<file path="config.mk">
export PLATFORM = sky130hd
export DESIGN_NAME = qrm_queue
export DESIGN_NICKNAME = d
export VERILOG_FILES = /design/src/rtl/core/qrm_pkg.sv /design/src/rtl/core/qrm_queue.sv
export SDC_FILE = /design/constraint.sdc
export NUM_CORES = 1
export LEC_CHECK = 0
export ABC_AREA = 0
export BUFFER_PORTS_ARGS = -buffer_cell sky130_fd_sc_hd__buf_2
export CAP_MARGIN = 20
export CORE_ASPECT_RATIO = 0.5
export CORE_MARGIN = 8
export CORE_UTILIZATION = 25
export CTS_CLUSTER_SIZE = 14
export DETAILED_ROUTE_END_ITERATION = 10
export GPL_TIMING_DRIVEN = 0
export SKIP_LAST_GASP = 1
export SLEW_MARGIN = 15
export SYNTH_ARGS = -nofsm -noshare
export SYNTH_HDL_FRONTEND = slang
export SYNTH_SLANG_ARGS = --single-unit
</file>
<file path="constraint.sdc">
create_clock -name aclk -period 12.9 [get_ports aclk]
set_input_delay 0.645 -clock aclk [delete_from_list [all_inputs] [get_ports aclk]]
set_output_delay 0.645 -clock aclk [all_outputs]
set_load 0.03 [all_outputs]
</file>
<file path="src/rtl/core/qrm_pkg.sv">
// Package for the quaternion to rotation matrix unit.
// Holds the queue item and status types shared by the front, queue and back.
package qrm_pkg;

    localparam int ENTRIES     = 9;
    localparam int NORM_W      = 33;
    localparam int REM_W       = 34;
    localparam int QUEUE_DEPTH = 4;
    localparam int QPTR_W      = 2;

    typedef struct packed {
        logic [NORM_W-1:0]              norm;
        logic [ENTRIES-1:0][NORM_W-1:0] mag;
        logic [ENTRIES-1:0]             sgn;
        logic                           degen;
    } qrm_item_t;

    typedef struct packed {
        logic full;
        logic empty;
    } qrm_qstat_t;

endpackage

</file>
<file path="src/rtl/core/qrm_queue.sv">
// Short queue between the front and back parts.
// Depends on qrm_pkg.
module qrm_queue import qrm_pkg::*; (
    input  logic       aclk,
    input  logic       aresetn,
    input  logic       push,
    input  qrm_item_t  push_item,
    input  logic       pop,
    output qrm_item_t  head,
    output qrm_qstat_t stat
);

    qrm_item_t mem_reg [QUEUE_DEPTH];
    logic [QPTR_W-1:0] wp_reg, rp_reg;
    logic [QPTR_W:0] cnt_reg;
    logic do_push, do_pop;

    assign stat.full  = (cnt_reg == (QPTR_W+1)'(QUEUE_DEPTH));
    assign stat.empty = (cnt_reg == '0);
    assign do_push    = push && !stat.full;
    assign do_pop     = pop && !stat.empty;
    assign head       = mem_reg[rp_reg];

    always_ff @(posedge aclk) begin
        if (!aresetn) begin
            wp_reg  <= '0;
            rp_reg  <= '0;
            cnt_reg <= '0;
        end else begin
            if (do_push) wp_reg <= wp_reg + 1'b1;
            if (do_pop)  rp_reg <= rp_reg + 1'b1;
            if (do_push && !do_pop) cnt_reg <= cnt_reg + 1'b1;
            else if (!do_push && do_pop) cnt_reg <= cnt_reg - 1'b1;
        end
    end

    always_ff @(posedge aclk) begin
        if (do_push) mem_reg[wp_reg] <= push_item;
    end

endmodule

</file>
=== After elaboration in Yosys (flattened, before gate mapping) ===
Memories as Yosys holds them, arrays and structs flattened. A register that Yosys moved wholly into a read port is not among the register bits.
Cells that the tools add are included.

* Output and inout port bits: 342
* Flip-flop bits (word level): 7
* Logic and storage cells: 25
* Input port bits: 344
* Memories kept: 1
* Memory bits (writable): 1360

{| class="wikitable"
|+ Memories
! name !! words !! bits a word !! read ports !! clocked after memory_dff !! write ports !! line !! text
|-
| mem_reg || 4 || 340 || 1 || 1 || 1 || qrm_queue.sv:13 || <nowiki>qrm_item_t mem_reg [QUEUE_DEPTH];</nowiki>
|}

* $add $sub $neg: 4
* Multiplexer cells: 6
* Reductions and logical operators: 10
* Equal/unequal tests: 1

{| class="wikitable"
|+ Operator list
! kind !! number
|-
| $mux W3 || 2
|-
| $add A2 B1 Y2 const B || 2
|-
| $logic_and A1 B1 Y1 || 4
|-
| $logic_not A1 Y1 || 4
|-
| $mux W2 || 2
|-
| $add A3 B1 Y3 const B || 1
|-
| $eq A3 B3 Y1 const B || 1
|-
| $logic_not A3 Y1 || 1
|-
| $sub A3 B1 Y3 const B || 1
|-
| $mux W1 || 2
|-
| $reduce_bool A2 Y1 || 1
|}

=== Logic depth before layout (Yosys ltp) ===
Gate-level depths: netlist (run 1).

* Depth in word-level cells: 7
* Depth in mapped cells: 9
* Mapped depth without buffers: 8

=== Worst setup path before layout (run 1) ===
No wires, ideal clock.

* Path kind: input to register
* Start point: input port push
* End point: memory mem_reg[0][0] (netlist name) (enable)
* Data required time: 12.154 ns
* Buffers on the path: 1
* Library setup time: 0.746 ns
* Arrival time: 8.730 ns
* Stages on the path: 3
* Slack: 3.424 ns
* Cell sequence: nor2b_1 -> clkbuf_1 -> and2_1

* Cells in the longest elaborated chain, start to end: 3

{| class="wikitable"
|+ RTL lines
! item !! line !! text
|-
| start: declaration || qrm_queue.sv:6 || <nowiki>input logic push,</nowiki>
|-
| $logic_and A1 B1 Y1 || qrm_queue.sv:20 || <nowiki>assign do_push = push && !stat.full;</nowiki>
|-
| named net do_push || qrm_queue.sv:16 || <nowiki>logic do_push, do_pop;</nowiki>
|-
| $mux W1 || qrm_queue.sv:38 || <nowiki>if (do_push) mem_reg[wp_reg] <= push_item;</nowiki>
|-
| $mux W1 (not written as such) || qrm_queue.sv:38 ||
|-
| end: declaration || qrm_queue.sv:13 ||
|}

The timed path passes the listed nets, and every way through them passes these cells.

==> run metrics, run 1 <==
FP Rows 115; slowest cell on the critical path clkbuf_1; clk sink count 1369; first-pass GRT wire length 174000 µm; gpl congestion 0.744; status complete, no violations; core region area 197000 µm²; fin cells 5456; die area 214000 µm²; crit-path leading delay family buffers and inverters; H-tree Lvls 4; Final #Nets 3030; Final Cycle Share 0.306; HP Class in -> reg; worst vdd ir 0.134 mV; drt initial violations 1572; Synth area leader edfxtp_1; # DRC 0; CTS tree yes; Ys Warns 0; Slowest Stage Delay on Critical Path 0.82 ns; Largest register FFs 1360; setup TNS 0 ns; fraction of layout cells with a size suffix above 1 0.473; post-synthesis async set-or-reset flop share 0; clk buf depth 3; Syn Inst Count 1824; RSZ-0062 raised after global routing no; largest net degree at the start of global routing 49; crit path cell chain buf_2, clkbuf_1, buf_2, mux4_2, buf_2; Fin. Hold Viols 0; GRT Residual Overflow 0; # hold bufs at CTS 0; WL final 125000 µm; Avg WL per Cell 23.0 µm; final setup fails 0; Post-Syn Nets 2174; final slew viol count 0; fin area 61400 µm²; syn avg cell area 27.2 µm²; Unique masters post-synth 23; Via density 4.18; Routed Antenna Nets 0; final worst path period need 3.94 ns; leakage 20.0 nW; Die Ht 331 µm; Setup Crit Path Kind reg -> out; # IOs 686; clk_lat worst skew 0.76 ns; Max Fclk 254 MHz; maxcap violations 0; Pre-Repair DR Iteration Count 5; top cell type's share of synthesized area 0.824; Placed Area 57100 µm²; Placed Instances 5171; critical path fanouts, max 10; Syn Std Cell Area 49600 µm²; Root Buffer clkbuf_16; fin worst setup slack 8.96 ns; Synth Flop Type edfxtp_1; setup repair bufs after CTS 0; antenna violations before repair 103; Worst EP required 12.26 ns; HPWL Detailed 88900 µm; Rel. slew slack 0.299; Placement Setup Slack 9.53 ns; worst clock skew 0.0227 ns; Post-synth top cells edfxtp_1, mux4_2, buf_2; count leader, synth edfxtp_1; clk slew on worst S/H paths 0.06 ns; Startpoint Class flop; Initial Util 0.252; CTS resizes 0; pwr/cell area 213 nW/µm²; Num CTS Buffers 139; Least-Margin Pin Slew 1.05 ns; die width 646 µm; DR vias 22.8k; CP most frequent cell buf_2; critical path buffer and inverter count 4; total track usage 0.113; port bufs 684; top post-synthesis cells by area edfxtp_1, mux4_2, buf_6; critical path arrival 3.30 ns; Critical Path Sink Type output pin; post-synthesis register bit count 1369; EDFF count, synth 1360; area grow syn2layout 24.0%; Seq/Total Area, Yosys 0.828; vias in the first global route 24.0k
## per-layer routing
layer / part of all wire / global-route usage
met1: 0.31 / 0.103
met2: 0.60 / 0.230
met3: 0.032 / 0.0168
met4: 0.064 / 0.0710
met5: 0 / 0
## worst register-to-register path: cells and delay by family (launching register included)
family	cells	cell delay, ns
buffers and inverters	4	1.34
DFF	1	0.47
and+or+nand+nor	3	0.96
## layout by cell type (no fill, tap or decap), types with 2 or more instances in the layout
cell	Yosys	routed
ha_1	5	5
and2_1	8	4
nand2_1	4	4
and2_4	0	4
mux2i_1	3	3
nor2b_1	2	2
edfxtp_1	1360	1360
mux4_2	340	340
clkbuf_1	9	35
diode_2	0	41
buf_6	33	33
bufinv_16	0	4
inv_1	3	3
clkinv_1	0	29
clkinv_8	0	2
clkinvlp_4	0	2
dfxtp_1	9	9
inv_6	0	8
buf_16	0	31
buf_2	35	719
clkinv_2	0	27
xnor2_1	3	3
clkbuf_16	0	143
## final timing paths
path                                               from                        end  slack, ns  depth (start not counted)
worst max-delay path                               flop                  head[135]       8.96                          5
worst min-delay path                     push_item[327]  mem_reg[0][327]$_DFFE_PP_       0.10                          1
worst max register to register  cnt_reg[0]$_SDFFE_PN0P_  mem_reg[0][137]$_DFFE_PP_       9.76                          7
worst min register to register   wp_reg[0]$_SDFFE_PN0P_     wp_reg[0]$_SDFFE_PN0P_       0.51                          2
## stage by stage
| step | power [mW] | hold WS (ns) | util |
|---|---|---|---|
| 3_3_place_gp | 9.76 | 0.488 | 0.286 |
| 5_1_grt | 13.6 | 0.0592 | 0.312 |
| 4_1_cts | 13.3 | 0.0373 | 0.312 |
| 6_report | 13.1 | 0.101 | 0.312 |
| 2_1_floorplan | 8.31 | 0.468 | - |
| 3_5_place_dp | 9.55 | 0.508 | 0.290 |
## cells by family after synthesis
group | Yosys count | share of synthesized area
AO/OA/AOI/OAI | 4 | 0.000581
XOR/XNOR | 4 | 0.000707
adder cells (fa/ha/maj) | 6 | 0.00167
buffers and inverters | 81 | 0.0122
flip-flops | 1369 | 0.828
multiplexers | 343 | 0.155
AND/OR/NAND/NOR | 17 | 0.00194
## final cells by class
type                       count  area [µm²]
antenna                       41         103
sequential                  1369       41000
timing repair buffer         715        4280
multi-input combinational    374        7940
clock buffer                 170        3690
clock inverter                74         510
fill                       18900      135000
inverter                       3        11.3
tap                         2632        3290
buffer                        78         596
## power breakdown
part           internal [mW]  switching [mW]  total, mW
sequential              5.39          0.0897       5.48
combinational           1.37            2.49       3.86
clock                   2.12            1.63       3.75
total                   8.87            4.21       13.1
No activity file was read; power rests on OpenSTA's default activity.
==> run 2, diff against run 1 <==
ABC_AREA = 1   (was 0)
clock period = 3.3 ns   (was 12.9 ns; I/O delays follow)
==> run 2 against run 1 <==
Compared with the run above:
- setup slack got worse by 8.9 ns
- wire length grew 28%
- power rose to 4.1 times the previous value
- global-route usage rose by 2.6 points
- sequential share of layout area down 5.3 points
- sequential cell count unchanged
==> run metrics, run 2 <==
pwr/cell area 807 nW/µm² (was 213 nW/µm²); syn avg cell area 15.1 µm² (was 27.2 µm²); clk sink count 1369 (unchanged); status complete, no violations (unchanged); post-synthesis async set-or-reset flop share 0 (unchanged); clk_lat worst skew 0.78 ns (was 0.76 ns); Via density 4.54 (was 4.18); final slew viol count 0 (unchanged); fraction of layout cells with a size suffix above 1 0.226 (was 0.473); worst vdd ir 0.487 mV (was 0.134 mV); fin worst setup slack 0.0576 ns (was 8.96 ns); count leader, synth edfxtp_1 (unchanged); Placed Instances 6824 (was 5171); vias in the first global route 33.3k (was 24.0k); Post-synth top cells edfxtp_1, nor2_1, o21ai_0 (was edfxtp_1, mux4_2, buf_2); post-synthesis register bit count 1369 (unchanged); core region area 200000 µm² (was 197000 µm²); Critical Path Sink Type output pin (unchanged); slowest cell on the critical path buf_2 (was clkbuf_1); clk buf depth 3 (unchanged); Layout Utilization 0.333 (was 0.312); Root Buffer clkbuf_16 (unchanged); leakage 23.0 nW (was 20.0 nW); Final Cycle Share 0.983; Total Power 53.9 mW (was 13.1 mW); largest net degree at the start of global routing 25 (was 49); RSZ-0062 raised after global routing yes (was no); setup TNS 0 ns (unchanged); WHS 0.141 ns (was 0.101 ns); port bufs 685 (was 684); fin cells 7439 (was 5456); Routed Antenna Nets 0 (unchanged); antenna violations before repair 34 (was 103); DR vias 33.8k (was 22.8k); H-tree Lvls 4 (unchanged); Avg WL per Cell 21.6 µm (was 23.0 µm); # DRC 0 (unchanged); Final #Nets 4942 (was 3030); Largest register FFs 1360 (unchanged); HP Class in -> reg (unchanged); Unique masters post-synth 19 (was 23); worst clock skew 0.0210 ns (was 0.0227 ns); Ys Warns 0 (unchanged); Max Fclk 308 MHz; CTS tree yes (unchanged); critical path fanouts, max 10 (unchanged); critical path arrival 3.08 ns (was 3.30 ns); Syn Inst Count 3358 (was 1824); final worst path period need 3.24 ns; first-pass GRT wire length 225000 µm (was 174000 µm); gpl congestion 0.807 (was 0.744); Syn Std Cell Area 50600 µm² (was 49600 µm²); Post-Syn Nets 3708 (was 2174); Slowest Stage Delay on Critical Path 0.44 ns (was 0.82 ns); Placement Setup Slack 0.398 ns (was 9.53 ns); Least-Margin Pin Slew 0.746 ns (was 1.05 ns); Synth area leader edfxtp_1 (unchanged); Synth Flop Type edfxtp_1 (unchanged); Setup Crit Path Kind reg -> out (unchanged); top cell type's share of synthesized area 0.808 (was 0.824); EDFF count, synth 1360 (unchanged); total track usage 0.139 (was 0.113); top post-synthesis cells by area edfxtp_1, o21ai_0, nor2_1 (was edfxtp_1, mux4_2, buf_6); CP most frequent cell buf_2 (unchanged); die width 652 µm (was 646 µm); area grow syn2layout 32.1% (was 24.0%); Seq/Total Area, Yosys 0.811 (was 0.828); Initial Util 0.252 (about the same); clk slew on worst S/H paths 0.06 ns (about the same); crit path cell chain buf_2, buf_2, clkbuf_1, o21ai_0, o22ai_2, buf_2 (was buf_2, clkbuf_1, buf_2, mux4_2, buf_2); FP Rows 116 (was 115); Pre-Repair DR Iteration Count 7 (was 5); die area 218000 µm² (was 214000 µm²); Num CTS Buffers 138 (was 139); most frequent cells in the layout edfxtp_1, buf_2, nor2_1, o21ai_0, dlygate4sd3_1 (was edfxtp_1, buf_2, mux4_2, clkbuf_16, clkbuf_1); Die Ht 334 µm (was 331 µm); final setup fails 0 (unchanged); commonest non-fill, non-tap cell in the layout edfxtp_1 (unchanged); WL final 161000 µm (was 125000 µm); Fin. Hold Viols 0 (unchanged); Rel. slew slack 0.502 (was 0.299); # IOs 686 (unchanged); fin area 66800 µm² (was 61400 µm²); Startpoint Class flop (unchanged); drt initial violations 3104 (was 1572); Placed Area 58900 µm² (was 57100 µm²); Worst EP required 3.13 ns (was 12.26 ns); HPWL Detailed 110000 µm (was 88900 µm); maxcap violations 0 (unchanged); GRT Residual Overflow 0 (unchanged)
run 2: path summary, 6_finish.rpt:
kind	startpoint	cells after the start	slack [ns]	to
min reg2reg	rp_reg[1]$_SDFFE_PN0P_	2	0.50	rp_reg[1]$_SDFFE_PN0P_
min	push_item[310]	2	0.14	mem_reg[1][310]$_DFFE_PP_
max reg2reg	wp_reg[0]$_SDFFE_PN0P_	9	0.58	mem_reg[2][169]$_DFFE_PP_
max	flop	6	0.06	head[265]
run 2: cell type report:
cell class,instances,area [µm²]
diodes,25,62.6
plain buffers,225,1170
clock buffers,178,3650
clock inverters,70,687
fillers,19500,134000
inverters,18,71.3
multi-input cells,1745,8390
flip-flops and latches,1369,41000
well taps,2714,3400
repair buffers,1095,8320
run 2: repair_timing:
item,4_1_cts,5_1_grt
endpoints found under the hold margin,1409,0
hold buffers,343,0
cloned,0,0
endpoints found under the setup margin,300,14
buffers inserted,0,0
gates resized for setup,23,19
run 2: power breakdown:
group          switching (mW)  leakage, nW  internal, mW
clock                    6.68         2.09          8.58
combinational            12.8         8.35          4.36
sequential              0.347         12.5          21.1
total                    19.8         23.0          34.0
run 2: layer usage:
layer	routed length, µm	GRT usage	vias up	share of wire
met5	0	0	-	0
met4	11800	0.0927	0	0.074
met3	6510	0.0189	398	0.041
met2	86100	0.258	1105	0.54
met1	56200	0.146	17000	0.35
li1	-	-	15300	-
run 2: cells by family (layout without fill, tap and decap cells):
kind of cell    count (synthesis)  in the layout  synth area share
xor+xnor                        1              1          0.000173
fa+ha+maj                       6              6           0.00163
simple gates                  714            714            0.0532
buf+inv                       244           1586            0.0238
flops                        1369           1369             0.811
compound gates               1024           1024             0.110
other cells                     0             25                 0
run 2: worst max-delay path, delay by kind of cell, from the launching register on:
kind	cells	cell delay (ns)
AO/OA/AOI/OAI	2	0.52
buffers and inverters	4	1.48
flip-flops	1	0.30
==> run 3, diff against run 2 <==
SETUP_SLACK_MARGIN = 0.5   (was not set)
==> run 3 against run 2 <==
Compared with the run above:
- sequential share of layout area shrank 0.96 points
- critical path depth is the same
- clock-buffer cell count is the same
- via count grew 0.36%
- critical path type unchanged
==> run metrics, run 3 (synthesized netlist as in run 2, its figures left out) <==
die area 218000 µm² (unchanged); Root Buffer clkbuf_16 (unchanged); Worst R2R Setup Slack 0.60 ns (was 0.58 ns); Routed Antenna Nets 0 (unchanged); final worst path period need 2.73 ns (was 3.24 ns); maxcap violations 0 (unchanged); Slowest Stage Delay on Critical Path 0.41 ns (was 0.44 ns); first-pass GRT wire length 226000 µm (was 225000 µm); CTS tree yes (unchanged); final setup fails 0 (unchanged); crit-path leading delay family buffers and inverters (unchanged); DR vias 33.9k (was 33.8k); setup TNS 0 ns (unchanged); RSZ-0062 raised after global routing yes (unchanged); commonest non-fill, non-tap cell in the layout edfxtp_1 (unchanged); Crit Reg-Reg Endpoint mem_reg[0][125]$_DFFE_PP_ (was mem_reg[2][169]$_DFFE_PP_); core region area 200000 µm² (unchanged); Final Cycle Share 0.829 (was 0.983); Initial Util 0.252 (unchanged); vias in the first global route 33.5k (was 33.3k); Startpoint Class flop (unchanged); port bufs 685 (unchanged); worst clock skew 0.0186 ns (was 0.0210 ns); total track usage 0.139 (about the same); Least-Margin Pin Slew 0.623 ns (was 0.746 ns); CP most frequent cell buf_4 (was buf_2); area grow syn2layout 34.2% (was 32.1%); Final #Nets 4949 (was 4942); worst vdd ir 0.489 mV (was 0.487 mV); clk buf depth 3 (unchanged); drt initial violations 3140 (was 3104); hold_sp push_item[310] (unchanged); fin area 67800 µm² (was 66800 µm²); clk sink count 1369 (unchanged); Placed Area 58900 µm² (unchanged); Largest register FFs 1360 (unchanged); Die Ht 334 µm (unchanged); FF-to-FF path depth 10 (was 9); Avg WL per Cell 21.7 µm (was 21.6 µm); H-tree Lvls 4 (unchanged); Rel. slew slack 0.584 (was 0.502); antenna violations before repair 31 (was 34); Setup Crit Path Kind reg -> out (unchanged); die width 652 µm (unchanged); Worst EP required 3.13 ns (about the same); crit path cell chain buf_4, clkinv_4, clkbuf_1, o21ai_0, o22ai_1, buf_4 (was buf_2, buf_2, clkbuf_1, o21ai_0, o22ai_2, buf_2); critical path arrival 2.57 ns (was 3.08 ns); Critical Path Sink Type output pin (unchanged); critical path fanouts, max 10 (unchanged); final slew viol count 0 (unchanged); clk_lat worst skew 0.77 ns (was 0.78 ns); gpl congestion 0.807 (unchanged); Max Fclk 366 MHz (was 308 MHz); Hold Path Sink mem_reg[1][310]$_DFFE_PP_ (unchanged); Pre-Repair DR Iteration Count 5 (was 7); critical path buffer and inverter count 4 (unchanged); HPWL Detailed 110000 µm (unchanged); HP Class in -> reg (unchanged); leakage 23.6 nW (was 23.0 nW); slowest cell on the critical path clkbuf_1 (was buf_2); Crit Reg-Reg Startpoint cnt_reg[0]$_SDFFE_PN0P_ (was wp_reg[0]$_SDFFE_PN0P_); FP Rows 116 (unchanged); Via density 4.55 (was 4.54); GRT Residual Overflow 0 (unchanged); # IOs 686 (unchanged); # DRC 0 (unchanged); pwr/cell area 810 nW/µm² (was 807 nW/µm²); clk slew on worst S/H paths 0.06 ns (about the same); worst hold path depth 2 (unchanged); most frequent cells in the layout edfxtp_1, nor2_1, o21ai_0, buf_2, dlygate4sd3_1 (was edfxtp_1, buf_2, nor2_1, o21ai_0, dlygate4sd3_1); status complete, no violations (unchanged); Fin. Hold Viols 0 (unchanged); largest net degree at the start of global routing 25 (unchanged); Num CTS Buffers 138 (unchanged); WL final 162000 µm (was 161000 µm); fraction of layout cells with a size suffix above 1 0.256 (was 0.226)
[run 3: changes by cell type in the layout (fill, tap and decap cells not counted), moves of 6 or more]
cell | before | now
buf_2 | 743 | 612
buf_4 | 8 | 122
clkbuf_1 | 150 | 48
clkbuf_2 | 20 | 90
o22ai_1 | 337 | 303
o22ai_2 | 3 | 36
clkbuf_4 | 0 | 26
buf_6 | 24 | 42
diode_2 | 25 | 31
[run 3: routing by layer]
layer	track usage	routed length [µm]	vias to the layer above
met5	0	0	-
met4	0.0936	11800	0
met3	0.0185	6720	398
met2	0.260	87100	1139
met1	0.146	56100	17000
li1	-	-	15300
[run 3: metrics by stage]
| stage | hold WS [ns] | power, mW | std cells | setup slack (ns) | util |
|---|---|---|---|---|---|
| floorplan | 0.264 | 31.6 | 3358 | -2.78 | - |
| global placement | 0.380 | 38.0 | 6757 | -7.09 | 0.286 |
| detailed placement | 0.382 | 38.6 | 6824 | 0.398 | 0.294 |
| CTS | 0.0814 | 55.1 | 7416 | 0.443 | 0.337 |
| global route | 0.121 | 56.7 | 7444 | 0.486 | 0.338 |
| finish | 0.144 | 54.9 | 7452 | 0.565 | 0.338 |
[run 3: cell type report]
class | count | area [µm²]
tap | 2714 | 3400
fill | 19300 | 133000
antenna | 31 | 77.6
inverter | 18 | 85.1
timing repair buffer | 1100 | 8700
clock buffer | 178 | 3650
multi-input combinational | 1746 | 8620
sequential | 1369 | 41000
buffer | 226 | 1600
clock inverter | 70 | 687
[run 3: worst max path at each step]
| stage | start | cells past startpoint | to | slack, ns |
|---|---|---|---|---|
| 2_1_floorplan | cnt_reg[0]$_SDFFE_PN0P_ | 4 | mem_reg[0][0]$_DFFE_PP_ | -2.78 |
| 3_3_place_gp | cnt_reg[0]$_SDFFE_PN0P_ | 4 | mem_reg[0][172]$_DFFE_PP_ | -7.09 |
| 3_5_place_dp | flop | 7 | head[265] | 0.40 |
| 4_1_cts | flop | 6 | head[265] | 0.44 |
| 5_1_grt | cnt_reg[0]$_SDFFE_PN0P_ | 10 | mem_reg[0][184]$_DFFE_PP_ | 0.49 |
| 6_report | flop | 6 | head[339] | 0.57 |
[run 3: worst register-to-register path, stage by stage, from the launching register on]
cell     delay (ns)
dfxtp_2        0.37
nor2_2         0.06
nand2_2        0.11
nand2_4        0.13
nor2_4         0.44
buf_16         0.24
buf_16         0.20
buf_12         0.22
buf_16         0.21
buf_12         0.21
buf_16         0.21
[run 3: timing repair]
item	CTS	global route
resized for setup	357	43
pin swaps	11	4
gates cloned	1	3
setup buffers	0	2
hold buffers	343	0
hold endpoints to repair	1409	0
endpoints found under the setup margin	340	204
[run 3: where the power goes]
group | switching (mW) | total (mW) | internal (mW)
Clock | 6.70 | 15.3 | 8.58
Combinational | 13.0 | 18.2 | 5.20
Sequential | 0.348 | 21.4 | 21.1
Total | 20.1 | 54.9 | 34.9
